$ cat src/rtl/rcbf_pkg.sv
`timescale 1ns / 1ps
// ----------------------------------------------------------------------------
// rcbf_pkg
// Shared types, constants and pixel arithmetic for the RGBA canvas fill unit.
// ----------------------------------------------------------------------------
package rcbf_pkg;

    localparam int MAX_WIDTH  = 256;
    localparam int MAX_HEIGHT = 256;
    localparam int XW  = $clog2(MAX_WIDTH);
    localparam int YW  = $clog2(MAX_HEIGHT);
    localparam int AW  = XW + YW;
    localparam int SZW = 9;

    localparam logic [1:0] OP_CLEAR = 2'd0;
    localparam logic [1:0] OP_BLEND = 2'd1;
    localparam logic [1:0] OP_READ  = 2'd2;
    localparam logic [1:0] OP_NONE  = 2'd3;

    localparam logic REG_WIDTH  = 1'b0;
    localparam logic REG_HEIGHT = 1'b1;

    typedef struct packed {
        logic [1:0]         op;
        logic signed [15:0] pos_x;
        logic signed [15:0] pos_y;
        logic [14:0]        rect_width;
        logic [14:0]        rect_height;
        logic [31:0]        color_rgba;
    } t_in_item;

    typedef struct packed {
        logic [31:0] pixel_rgba;
        logic        in_range;
    } t_out_item;

    typedef struct packed {
        logic          wr_en;
        logic          wr_color;
        logic          rd_en;
        logic          blend;
        logic [AW-1:0] addr;
        logic          done;
        logic          ret_pixel;
        logic [31:0]   color;
    } t_dp_cmd;

    // Exact floor(x / 255) for any x up to 255 * 256 - 1, which covers every
    // blend sum.
    function automatic logic [7:0] div255(input logic [15:0] x);
        logic [16:0] t;
        t = 17'(x) + 17'(x[15:8]) + 17'd1;
        return t[15:8];
    endfunction

    function automatic logic [31:0] blend_px(input logic [31:0] dst, input logic [31:0] src);
        logic [7:0]  a;
        logic [7:0]  inv;
        logic [31:0] res;
        a   = src[31:24];
        inv = 8'd255 - a;
        for (int ch = 0; ch < 3; ch++) begin
            res[ch*8 +: 8] = div255(16'(src[ch*8 +: 8] * a) + 16'(dst[ch*8 +: 8] * inv));
        end
        res[31:24] = a + div255(16'(dst[31:24] * inv));
        return res;
    endfunction

    function automatic logic [SZW-1:0] clamp_size(input logic [SZW-1:0] v, input int maxv);
        logic [SZW-1:0] s;
        s = (v == '0) ? SZW'(1) : v;
        if (s > SZW'(maxv)) begin
            s = SZW'(maxv);
        end
        return s;
    endfunction

endpackage

$ cat src/rtl/rcbf_ctrl.sv
`timescale 1ns / 1ps
// ----------------------------------------------------------------------------
// rcbf_ctrl
// Sequencer: clips rectangles, walks pixel areas and orders reads and results.
// ----------------------------------------------------------------------------
module rcbf_ctrl (
    input  logic                     i_clk,
    input  logic                     i_rst_n,
    input  logic                     i_start,
    input  rcbf_pkg::t_in_item       i_item,
    input  logic                     i_cfg_wr,
    input  logic [rcbf_pkg::SZW-1:0] i_cw,
    input  logic [rcbf_pkg::SZW-1:0] i_ch,
    output logic                     o_busy,
    output rcbf_pkg::t_dp_cmd        o_cmd
);

    typedef enum logic [2:0] {
        ST_IDLE,
        ST_WALK,
        ST_DRAIN,
        ST_READ,
        ST_RESULT
    } t_state;

    typedef enum logic [1:0] {
        WK_ZERO,
        WK_COLOR,
        WK_BLEND
    } t_walk;

    t_state                   r_state;
    t_walk                    r_mode;
    logic [rcbf_pkg::SZW-1:0] r_x;
    logic [rcbf_pkg::SZW-1:0] r_y;
    logic [rcbf_pkg::SZW-1:0] r_x0;
    logic [rcbf_pkg::SZW-1:0] r_xe;
    logic [rcbf_pkg::SZW-1:0] r_ye;
    logic                     r_inr;
    logic [31:0]              r_color;

    logic [14:0]        w_left;
    logic [14:0]        w_top;
    logic signed [17:0] w_right;
    logic signed [17:0] w_bottom;
    logic signed [17:0] w_right_c;
    logic signed [17:0] w_bottom_c;
    logic               w_empty;
    logic               w_inr;
    logic               w_x_last;
    logic               w_y_last;

    always_comb begin
        w_left   = i_item.pos_x[15] ? 15'd0 : i_item.pos_x[14:0];
        w_top    = i_item.pos_y[15] ? 15'd0 : i_item.pos_y[14:0];
        w_right  = 18'(i_item.pos_x) + $signed({3'b000, i_item.rect_width});
        w_bottom = 18'(i_item.pos_y) + $signed({3'b000, i_item.rect_height});
        w_right_c  = (w_right > $signed(18'(i_cw))) ? $signed(18'(i_cw)) : w_right;
        w_bottom_c = (w_bottom > $signed(18'(i_ch))) ? $signed(18'(i_ch)) : w_bottom;
        w_empty  = (i_item.rect_width == '0) || (i_item.rect_height == '0) ||
                   ($signed({3'b000, w_left}) >= w_right_c) ||
                   ($signed({3'b000, w_top}) >= w_bottom_c);
        w_inr    = !i_item.pos_x[15] && !i_item.pos_y[15] &&
                   (i_item.pos_x[14:0] < 15'(i_cw)) && (i_item.pos_y[14:0] < 15'(i_ch));
        w_x_last = (rcbf_pkg::SZW'(r_x + 1'b1) == r_xe);
        w_y_last = (rcbf_pkg::SZW'(r_y + 1'b1) == r_ye);
    end

    always_ff @(posedge i_clk) begin
        if (!i_rst_n) begin
            // Power-up sweep zeroes the whole store.
            r_state <= ST_WALK;
            r_mode  <= WK_ZERO;
            r_x     <= '0;
            r_y     <= '0;
            r_x0    <= '0;
            r_xe    <= rcbf_pkg::SZW'(rcbf_pkg::MAX_WIDTH);
            r_ye    <= rcbf_pkg::SZW'(rcbf_pkg::MAX_HEIGHT);
            r_inr   <= 1'b0;
        end else begin
            case (r_state)
                ST_IDLE: begin
                    if (i_cfg_wr) begin
                        r_state <= ST_WALK;
                        r_mode  <= WK_ZERO;
                        r_x     <= '0;
                        r_y     <= '0;
                        r_x0    <= '0;
                        r_xe    <= rcbf_pkg::SZW'(rcbf_pkg::MAX_WIDTH);
                        r_ye    <= rcbf_pkg::SZW'(rcbf_pkg::MAX_HEIGHT);
                    end else if (i_start) begin
                        r_color <= i_item.color_rgba;
                        r_inr   <= 1'b0;
                        case (i_item.op)
                            rcbf_pkg::OP_CLEAR: begin
                                r_state <= ST_WALK;
                                r_mode  <= WK_COLOR;
                                r_x     <= '0;
                                r_y     <= '0;
                                r_x0    <= '0;
                                r_xe    <= i_cw;
                                r_ye    <= i_ch;
                            end
                            rcbf_pkg::OP_BLEND: begin
                                if (w_empty) begin
                                    r_state <= ST_RESULT;
                                end else begin
                                    r_state <= ST_WALK;
                                    r_mode  <= WK_BLEND;
                                    r_x     <= w_left[rcbf_pkg::SZW-1:0];
                                    r_y     <= w_top[rcbf_pkg::SZW-1:0];
                                    r_x0    <= w_left[rcbf_pkg::SZW-1:0];
                                    r_xe    <= w_right_c[rcbf_pkg::SZW-1:0];
                                    r_ye    <= w_bottom_c[rcbf_pkg::SZW-1:0];
                                end
                            end
                            rcbf_pkg::OP_READ: begin
                                r_state <= ST_READ;
                                r_inr   <= w_inr;
                                r_x     <= i_item.pos_x[rcbf_pkg::SZW-1:0];
                                r_y     <= i_item.pos_y[rcbf_pkg::SZW-1:0];
                            end
                            default: begin
                                r_state <= ST_RESULT;
                            end
                        endcase
                    end
                end
                ST_WALK: begin
                    if (w_x_last) begin
                        r_x <= r_x0;
                        r_y <= rcbf_pkg::SZW'(r_y + 1'b1);
                        if (w_y_last) begin
                            case (r_mode)
                                WK_BLEND: r_state <= ST_DRAIN;
                                WK_COLOR: r_state <= ST_RESULT;
                                default:  r_state <= ST_IDLE;
                            endcase
                        end
                    end else begin
                        r_x <= rcbf_pkg::SZW'(r_x + 1'b1);
                    end
                end
                ST_DRAIN:  r_state <= ST_RESULT;
                ST_READ:   r_state <= ST_RESULT;
                ST_RESULT: r_state <= ST_IDLE;
                default:   r_state <= ST_IDLE;
            endcase
        end
    end

    always_comb begin
        o_cmd.addr      = {r_y[rcbf_pkg::YW-1:0], r_x[rcbf_pkg::XW-1:0]};
        o_cmd.wr_en     = (r_state == ST_WALK) && (r_mode != WK_BLEND);
        o_cmd.wr_color  = (r_mode == WK_COLOR);
        o_cmd.blend     = (r_state == ST_WALK) && (r_mode == WK_BLEND);
        o_cmd.rd_en     = o_cmd.blend || ((r_state == ST_READ) && r_inr);
        o_cmd.done      = (r_state == ST_RESULT);
        o_cmd.ret_pixel = r_inr;
        o_cmd.color     = r_color;
    end

    assign o_busy = (r_state != ST_IDLE);

endmodule

$ cat config.mk
export PLATFORM = sky130hd
export DESIGN_NAME = rcbf_ctrl
export DESIGN_NICKNAME = d
export VERILOG_FILES = /design/src/rtl/rcbf_pkg.sv /design/src/rtl/rcbf_ctrl.sv
export SDC_FILE = /design/constraint.sdc
export NUM_CORES = 1
export LEC_CHECK = 0
export ABC_CLOCK_PERIOD_IN_PS = 6850
export BUFFER_PORTS_ARGS = -buffer_cell sky130_fd_sc_hd__clkbuf_2
export CORE_AREA = 5 5 128 130
export CTS_BUF_LIST = sky130_fd_sc_hd__clkbuf_4 sky130_fd_sc_hd__clkbuf_8
export CTS_CLUSTER_DIAMETER = 80
export DETAILED_ROUTE_END_ITERATION = 6
export DIE_AREA = 0 0 133 135
export PLACE_DENSITY = 0.81
export SETUP_SLACK_MARGIN = 0.15
export SLEW_MARGIN = 20
export SYNTH_ARGS = -nofsm -noshare
export SYNTH_HDL_FRONTEND = slang
export SYNTH_SLANG_ARGS = --single-unit
$ cat constraint.sdc
create_clock -name i_clk -period 6.85 [get_ports i_clk]
set_input_delay 1.0275 -clock i_clk [delete_from_list [all_inputs] [get_ports i_clk]]
set_output_delay 1.0275 -clock i_clk [all_outputs]
set_load 0.01 [all_outputs]
-- After elaboration in Yosys (flattened, before gate mapping)
Index checks and enable logic that the tools add are counted.
- flip-flop bits (word level): 83
- input port bits: 118
- word-level logic and storage cells: 104
- output and inout port bits: 55
- equality and inequality tests: 17
- bitwise operators: 1
- $add $sub $neg: 4
- $lt $le $gt $ge: 6
- mux-type cells: 40
- reduce and logical (&&, ||, !) cells: 27
- operators by type and width (operator ; count):
    two-way mux 9 bit ; 16
    one-hot mux 9 bit (2 select lines) ; 5
    one-hot mux 9 bit (3 select lines) ; 2
    >= comparator 16 x 18 -> 1 bit ; 2
    two-way mux 18 bit ; 2
    adder 16 x 16 -> 17 bit ; 2
    > comparator 17 x 10 -> 1 bit ; 2
    logical NOT 15 bit ; 2
    less-than comparator 15 x 9 -> 1 bit ; 2
    two-way mux 15 bit ; 2
    adder 9 x 1 -> 9 bit (second input constant) ; 2
    equality test 9 bit ; 2
    one-hot mux 3 bit (3 select lines) ; 2
    two-way mux 3 bit ; 5
    AND reduction 4 bit ; 3
    equality test 3 x 2 -> 1 bit (second input constant) ; 2
    logical AND 1 bit ; 6
    two-way mux 2 bit ; 3
    inequality test 2 bit (second input constant) ; 3
    inequality test 3 bit (second input constant) ; 2
    one-hot mux 3 bit (2 select lines) ; 1
    AND reduction 3 bit ; 2
    nonzero test 3 bit ; 2
    inequality test 5 x 2 -> 1 bit (second input constant) ; 1
    other kinds (15) ; 22

-- Logic depth before layout (Yosys ltp)
Gate-level depths: netlist of run 1.
- word-level depth: 11
- depth in mapped cells: 31

-- Worst setup path before layout of run 1
Ideal clock, no wire load.
- kind: input -> register
- start: input i_item[32] (netlist bit)
- end: register r_xe[8] (netlist bit)
- slack: -0.377 ns
- buffers on the path: 1
- cell stages on the path: 28
- required time: 6.694 ns
- arrival: 7.071 ns
- cells stage by stage: ha_1 > inv_1 > fa_1 > nor2b_1 > o31a_1 > o21ai_0 > a21boi_0 > nor2_1 > xnor2_1 > ha_1 > nand2_1 > nor3_1 > o22ai_1 > a2111oi_0 > or4b_4 > o31ai_4 > mux2_2 > ha_1 > nand2b_1 > a211oi_1 > o21bai_1 > a41oi_1 > a2bb2oi_1 > and2_0 > buf_2 > nand3_1 > o21ai_0 > a221oi_1
- longest elaborated chain between the ends: 7
- elaborated cells between the ends (all ways): 10
- ends and longest elaborated chain (element ; RTL line ; source):
    start, declared ; rcbf_ctrl.sv:10 ; input rcbf_pkg::t_in_item i_item,
    adder 16 x 16 -> 17 bit ; rcbf_ctrl.sv:57 ; w_bottom = 18'(i_item.pos_y) + $signed({3'b000, i_item.rect_height});
    > comparator 17 x 10 -> 1 bit ; rcbf_ctrl.sv:59 ; w_bottom_c = (w_bottom > $signed(18'(i_ch))) ? $signed(18'(i_ch)) : w_bottom;
    two-way mux 18 bit ; rcbf_ctrl.sv:59 ;
    >= comparator 16 x 18 -> 1 bit ; rcbf_ctrl.sv:62 ; ($signed({3'b000, w_top}) >= w_bottom_c);
    logical OR 1 bit * ; rcbf_ctrl.sv:61 ; ($signed({3'b000, w_left}) >= w_right_c) ||
    inequality test 3 bit (no source line) * ; -- ;
    AND reduction 4 bit (no source line) * ; -- ;
    end signal, assigned ; rcbf_ctrl.sv:77 ; r_xe <= rcbf_pkg::SZW'(rcbf_pkg::MAX_WIDTH);
    end signal, assigned ; rcbf_ctrl.sv:89 ; r_xe <= rcbf_pkg::SZW'(rcbf_pkg::MAX_WIDTH);
    end signal, assigned ; rcbf_ctrl.sv:101 ; r_xe <= i_cw;
    end, declared ; rcbf_ctrl.sv:37 ; logic [rcbf_pkg::SZW-1:0] r_xe;
Mark *: on every way between the ends. The rest lies on a longest branch, timed or not.
A chain may end at the register's enable or synchronous reset.

-- Worst setup path after layout of run 1
- start: input i_item[32] (netlist bit)
- end: register r_xe[2] (netlist bit)
Same word-level chain as after synthesis.

==> results of run 1 <==
## worst reg2reg max path: cells and delay by family, from the launching register on
kind                     cells  cell delay (ps)
AO/OA/AOI/OAI                2              220
AND/OR/NAND/NOR              5             1650
XOR/XNOR                     2              380
flip-flops                   1              490
adder cells (fa/ha/maj)      1              290
## layout make-up
class / count / area share (%)
clock inverter: 5 / 0.608
clock buffer: 11 / 1.50
inverter: 61 / 2.47
antenna: 1 / 0.0270
multi-input combinational: 696 / 58.6
tap: 188 / 2.54
timing repair buffer: 209 / 12.9
sequential: 83 / 21.4
## routing by layer
metal | up-vias | global-route usage, % | wire length (um)
met5 | - | 0 | 0
met4 | 0 | 6.70 | 410
met3 | 37 | 4.14 | 1740
met2 | 323 | 39.0 | 10300
met1 | 3487 | 31.4 | 10000
li1 | 3662 | - | -
## worst max-delay path by stage
stage	startpoint	endpoint	slack, ps
after detailed placement	i_item[62]	r_ye[7]	-170
after global routing	i_item[32]	r_ye[3]	130
after global placement	i_item[62]	r_ye[7]	80
after floorplan	i_item[62]	r_xe[8]	150
final	i_item[32]	r_xe[2]	370
after CTS	i_item[62]	r_ye[7]	180
## where the power goes
part	switching, mW	total [mW]	internal, mW
Sequential	0.00282	0.516	0.513
Combinational	0.282	0.511	0.229
Clock	0.176	0.352	0.176
Total	0.460	1.38	0.918
## cells by family after synthesis
kind of cell | after synthesis | share of synthesized area (%)
xor gates and xnor gates | 46 | 5.45
AOI/OAI and AO/OA | 259 | 25.0
adders and majority gates | 102 | 16.9
buffers and inverters | 106 | 6.17
DFF | 83 | 25.9
muxes | 14 | 1.87
and+or+nand+nor | 274 | 18.7
## stage by stage
| step | worst slack [ps] | TNS (ps) | area [um2] | power, mW | util (%) |
|---|---|---|---|---|---|
| after floorplan | 153 | 0 | 7740 | 0.850 | - |
| after global placement | 82.9 | 0 | 8840 | 0.995 | 58.8 |
| after detailed placement | -172 | -2370 | 8840 | 1.00 | 58.8 |
| after CTS | 182 | 0 | 9030 | 1.35 | 60.1 |
| after global routing | 135 | 0 | 9270 | 1.46 | 61.6 |
| final | 368 | 0 | 9270 | 1.38 | 61.6 |
## flip-flops by register name, indices dropped and copies added (netlist names)
signal,flops
r_xe,9
r_mode,2
r_y,9
r_inr,1
r_ye,9
r_x0,9
r_color,32
r_state,3
r_x,9
## repair_timing
| action | 4_1_cts | 5_1_grt |
|---|---|---|
| endpoints found under the setup margin | 0 | 49 |
| hold buffers | 0 | 0 |
| buffers inserted | 0 | 6 |
| resized for setup | 0 | 39 |
## Yosys cell counts, types with 4 or more instances
library cell / n / area (um2)
ha_1: 100 / 1250
nor2_1: 65 / 244
inv_1: 61 / 229
dfxtp_1: 51 / 1020
nand2_1: 49 / 184
a21oi_1: 47 / 235
o21ai_0: 37 / 185
xnor2_1: 34 / 298
edfxtp_1: 32 / 961
nor2b_1: 32 / 200
a21o_1: 22 / 165
clkbuf_1: 22 / 82.6
nor3_1: 21 / 105
nand3_1: 20 / 100
a221o_1: 19 / 190
o211a_1: 19 / 190
buf_4: 17 / 128
o21a_1: 15 / 113
nand4_1: 14 / 87.6
a211oi_1: 13 / 97.6
nor4_1: 13 / 81.3
mux2i_1: 12 / 120
nand2b_1: 12 / 75.1
xor2_1: 11 / 96.3
and2_1: 10 / 62.6
a22o_1: 9 / 78.8
o221ai_1: 9 / 78.8
o21bai_1: 8 / 60.1
a211o_1: 7 / 61.3
and3_1: 6 / 37.5
and4_1: 6 / 52.6
o211ai_1: 6 / 45.0
or3_1: 6 / 37.5
o2111ai_1: 5 / 43.8
o22ai_1: 5 / 31.3
o31ai_1: 5 / 37.5
a221oi_1: 4 / 35.0
a31oi_1: 4 / 25.0
or2_2: 4 / 25.0
==> impl_metrics.env, run 1 <==
export IMPL_outcome="finished clean"
export IMPL_cp_data_required_time_ps=7100
export IMPL_netlist_instances=884
export IMPL_worst_path_buf_inv=3
export IMPL_pwr_density_cell_mw_per_mm2=149
export IMPL_layout_nets=1280
export IMPL_via_per_inst=5.99
export IMPL_fin_crit_ps=6480
export IMPL_die_h_um=135
export IMPL_synth_nets=1104
export IMPL_finalMaxSlewViolations=0
export IMPL_synth_cell_types=75
export IMPL_whs_path_depth=1
export IMPL_placed_cells=1229
export IMPL_cp_arrival_ps=6730
export IMPL_vdd_drop_max_mv=0.0764
export IMPL_setup_violations=0
export IMPL_htreeDepth=3
export IMPL_regArea_mm2=0.00198
export IMPL_antenna_found_initial=1
export IMPL_detail_route_antenna_nets=0
export IMPL_place_congestion=0.960
export IMPL_cp_top_family="compound AO/OA/AOI/OAI gates"
export IMPL_final_cell_mix="clkbuf_2, ha_1, inv_1"
export IMPL_dieWidth_um=133
export IMPL_leakagePower_nw=4.37
export IMPL_first_pass_iters=7
export IMPL_r2r_end="r_state[2]"
export IMPL_fin_skew_ps=13.3
export IMPL_min_path_type="reg2reg"
export IMPL_critPathMaxFanout=14
export IMPL_worstSkewPairLatency_ps=360
export IMPL_clkSinkCount=83
export IMPL_syn_avg_cell_area_um2=8.65
export IMPL_routed_wl_um=22400
export IMPL_slowest_stage="or4b_4"
export IMPL_grt_setup_unrepaired="false"
export IMPL_fmax_mhz=154
export IMPL_min_delay_start="r_x0[7]"
export IMPL_netlist_area_mm2=0.00764
export IMPL_initial_core_util_pct=50.9
export IMPL_vias=7509
export IMPL_cap_violations=0
export IMPL_multi_input_area_mm2=0.00543
export IMPL_synth_ff_type="dfxtp_1"
export IMPL_synth_warnings=0
export IMPL_start_kind="input port"
export IMPL_detail_route_iter0_violations=497
export IMPL_hold_viol_final=0
export IMPL_end_kind="flop"
export IMPL_grt_pass1_vias=6991
export IMPL_fin_crit_sh_pct=94.6
export IMPL_dp_hpwl_um=18600
export IMPL_layout_commonest_cell="clkbuf_2"
export IMPL_fin_cells=1254
export IMPL_core_area_mm2=0.0150
export IMPL_grt_pass1_wl_um=34900
export IMPL_drive_gt1_share_pct=26.0
export IMPL_pin_count=173
export IMPL_fillerInstances=1285
export IMPL_syn2layout_area_growth_pct=21.2
export IMPL_r2r_start="r_x[0]"
export IMPL_critPathMaxStageDelay_ps=530
export IMPL_die_area_mm2=0.0180
export IMPL_reg2reg_slack_ps=3740
export IMPL_timing_hold_ws_ps=497
export IMPL_portBuffers=172
export IMPL_grt_overflow=0
export IMPL_hold_end="r_x0[7]"
export IMPL_path_class="in2reg"
export IMPL_track_usage_pct=23.5
export IMPL_cp_depth=30
export IMPL_rows=45
export IMPL_synth_seq_area_share_pct=25.9
export IMPL_worst_slew_pin_slew_ps=965
export IMPL_drc=0
export IMPL_clk_pin_slew_ps=80
export IMPL_wl_per_cell_um=17.9
export IMPL_cts_buffers=9
export IMPL_reg2regPathDepth=10
export IMPL_clockRootBuffer="clkbuf_8"
export IMPL_synth_edff_count=32
export IMPL_slew_headroom_pct=35.5
export IMPL_clk_path_buf_depth=2
export IMPL_synthArstFlopShare_pct=0
export IMPL_tritoncts="yes"
export IMPL_ys_ff_latch=83
export IMPL_grt_max_degree=37
Power figures use the tool's default switching activity.
==> run 2, diff against run 1 <==
Settings changed: CORE_AREA 5 5 128 130 to 5 5 151 110, DIE_AREA 0 0 133 135 to 0 0 156 115, GPL_TIMING_DRIVEN from default to 0.
==> impl_metrics.env, run 2 (same netlist as run 1, synthesis figures left out) <==
export IMPL_grt_pass1_vias=7097
export IMPL_die_area_mm2=0.0179
export IMPL_diodes=0
export IMPL_fin_skew_ps=13.7
export IMPL_wl_per_cell_um=18.7
export IMPL_detail_route_antenna_nets=0
export IMPL_worstSkewPairLatency_ps=350
export IMPL_vias=7754
export IMPL_detail_route_iter0_violations=651
export IMPL_final_cell_mix="clkbuf_2, ha_1, inv_1, nor2_1, dfxtp_1"
export IMPL_rows=38
export IMPL_grt_setup_unrepaired="true"
export IMPL_grt_met3_usage_pct=4.25
export IMPL_antenna_found_initial=0
export IMPL_routed_wl_um=24300
export IMPL_portBuffers=170
export IMPL_reg2reg_slack_ps=3690
export IMPL_worst_path_buf_inv=10
export IMPL_finalMaxSlewViolations=0
export IMPL_whs_path_depth=1
export IMPL_place_congestion=0.924
export IMPL_grt_max_degree=21
export IMPL_pin_count=173
export IMPL_min_path_type="reg2reg"
export IMPL_critPathMaxFanout=10
export IMPL_fmax_mhz=149
export IMPL_drc=0
export IMPL_grtUsageMet1_pct=37.4
export IMPL_outcome="finished clean"
export IMPL_grt_busiest_layer="met2"
export IMPL_dp_slack_ps=-1300
export IMPL_start_kind="input port"
export IMPL_via_per_inst=5.94
export IMPL_clk_path_buf_depth=2
export IMPL_tritoncts="yes"
export IMPL_clkSinkCount=83
export IMPL_vdd_drop_max_mv=0.0827
export IMPL_syn2layout_area_growth_pct=26.3
export IMPL_pwr_density_cell_mw_per_mm2=147
export IMPL_worst_slew_pin_slew_ps=779
export IMPL_setup_violations=0
export IMPL_power_switching_uw=478
export IMPL_layout_commonest_cell="clkbuf_2"
export IMPL_fin_crit_ps=6710
export IMPL_slowest_stage="or4b_4"
export IMPL_grt_pass1_wl_um=37200
export IMPL_cell_internal_pwr_uw=941
export IMPL_end_kind="flop"
export IMPL_clockRootBuffer="clkbuf_8"
export IMPL_clk_pin_slew_ps=90
export IMPL_first_pass_iters=5
export IMPL_initial_core_util_pct=50.7
export IMPL_die_h_um=115
export IMPL_cap_violations=0
export IMPL_track_usage_pct=25.6
export IMPL_path_class="in2reg"
export IMPL_critPathMaxStageDelay_ps=530
export IMPL_comb_power_share_pct=38.3
export IMPL_fin_crit_sh_pct=98.0
export IMPL_cts_buffers=9
export IMPL_min_delay_start="r_xe[1]"
export IMPL_r2r_end="r_x[3]"
export IMPL_drive_gt1_share_pct=28.4
export IMPL_layout_setup_ws_ps=137
export IMPL_grt_use_met2_pct=40.0
export IMPL_largest_register="r_color"
export IMPL_grt_overflow=0
export IMPL_r2r_start="r_x[0]"
export IMPL_dieWidth_um=156
export IMPL_largest_reg_flops=32
export IMPL_finalPower_mw=1.42
export IMPL_hold_viol_final=0
export IMPL_power_frac_seq_pct=36.3
export IMPL_dp_hpwl_um=19300
export IMPL_switching_share_pct=33.7
export IMPL_cp_arrival_ps=7010
export IMPL_cp_top_family="compound AO/OA/AOI/OAI gates"
export IMPL_reg2regPathDepth=11
export IMPL_layout_nets=1320
export IMPL_hold_end="r_xe[1]"
export IMPL_htreeDepth=3
export IMPL_worst_path_most_repeated_cell="buf_4"
export IMPL_core_area_mm2=0.0151
export IMPL_cp_data_required_time_ps=7150
export IMPL_pwr_share_clk_pct=25.3
export IMPL_slew_headroom_pct=47.7
export IMPL_leakagePower_nw=4.55
==> run 2: final cells by class <==
type / count / area [um2]
plain buffers: 45 / 298
flip-flops and latches: 83 / 1980
inverters: 61 / 229
repair buffers: 204 / 1170
well taps: 200 / 250
multi-input cells: 696 / 5530
clock buffers: 12 / 153
fillers: 1256 / 5420
clock inverters: 4 / 50.0
==> run 2: per-layer routing <==
layer | wire, um | up-vias
met5 | 0 | -
met4 | 316 | 0
met3 | 2410 | 26
met2 | 10400 | 373
met1 | 11200 | 3615
li1 | - | 3740
==> run 2: through the flow <==
stage | hold slack (ps) | instances | area, um2 | utilization (%) | TNS, ps
after floorplan | 449 | 884 | 7740 | - | 0
after global placement | 466 | 1254 | 8850 | 58.7 | -49780
after detailed placement | 475 | 1255 | 8880 | 58.9 | -53420
after CTS | 491 | 1288 | 9380 | 62.2 | 0
after global routing | 510 | 1305 | 9660 | 64.1 | -378
final | 497 | 1305 | 9660 | 64.1 | 0
==> run 2: how the worst max path moves through the flow <==
stage	slack, ps	start	depth (start not counted)	endpoint
2_1_floorplan	150	i_item[62]	31	r_xe[8]
3_3_place_gp	-1240	i_item[62]	32	r_ye[1]
3_5_place_dp	-1300	i_item[62]	32	r_x[7]
4_1_cts	150	i_item[62]	31	r_ye[5]
5_1_grt	-40	i_item[62]	33	r_ye[5]
6_report	140	i_item[64]	33	r_ye[5]
==> run 2: repair_timing <==
item	4_1_cts	5_1_grt
resized for setup	44	48
hold buffers	0	0
buffers inserted	16	17
cloned	1	0
setup endpoints to repair	49	49
pin swaps	20	34
==> run 2: power by group through the flow <==
stage	combinational [mW]	clock, mW	sequential, mW
6_report	0.544	0.359	0.516
5_1_grt	0.599	0.389	0.516
4_1_cts	0.494	0.365	0.516
3_5_place_dp	0.462	0	0.527
3_3_place_gp	0.447	0	0.527
2_1_floorplan	0.324	0	0.526
==> run 2: worst register-to-register path, delay by kind of cell, from the launching register on <==
kind,cells,cell delay (ps)
XOR/XNOR,2,430
flip-flops,1,510
buffers and inverters,2,780
AO/OA/AOI/OAI,2,310
adder cells (fa/ha/maj),1,290
AND/OR/NAND/NOR,3,480
multiplexers,1,250
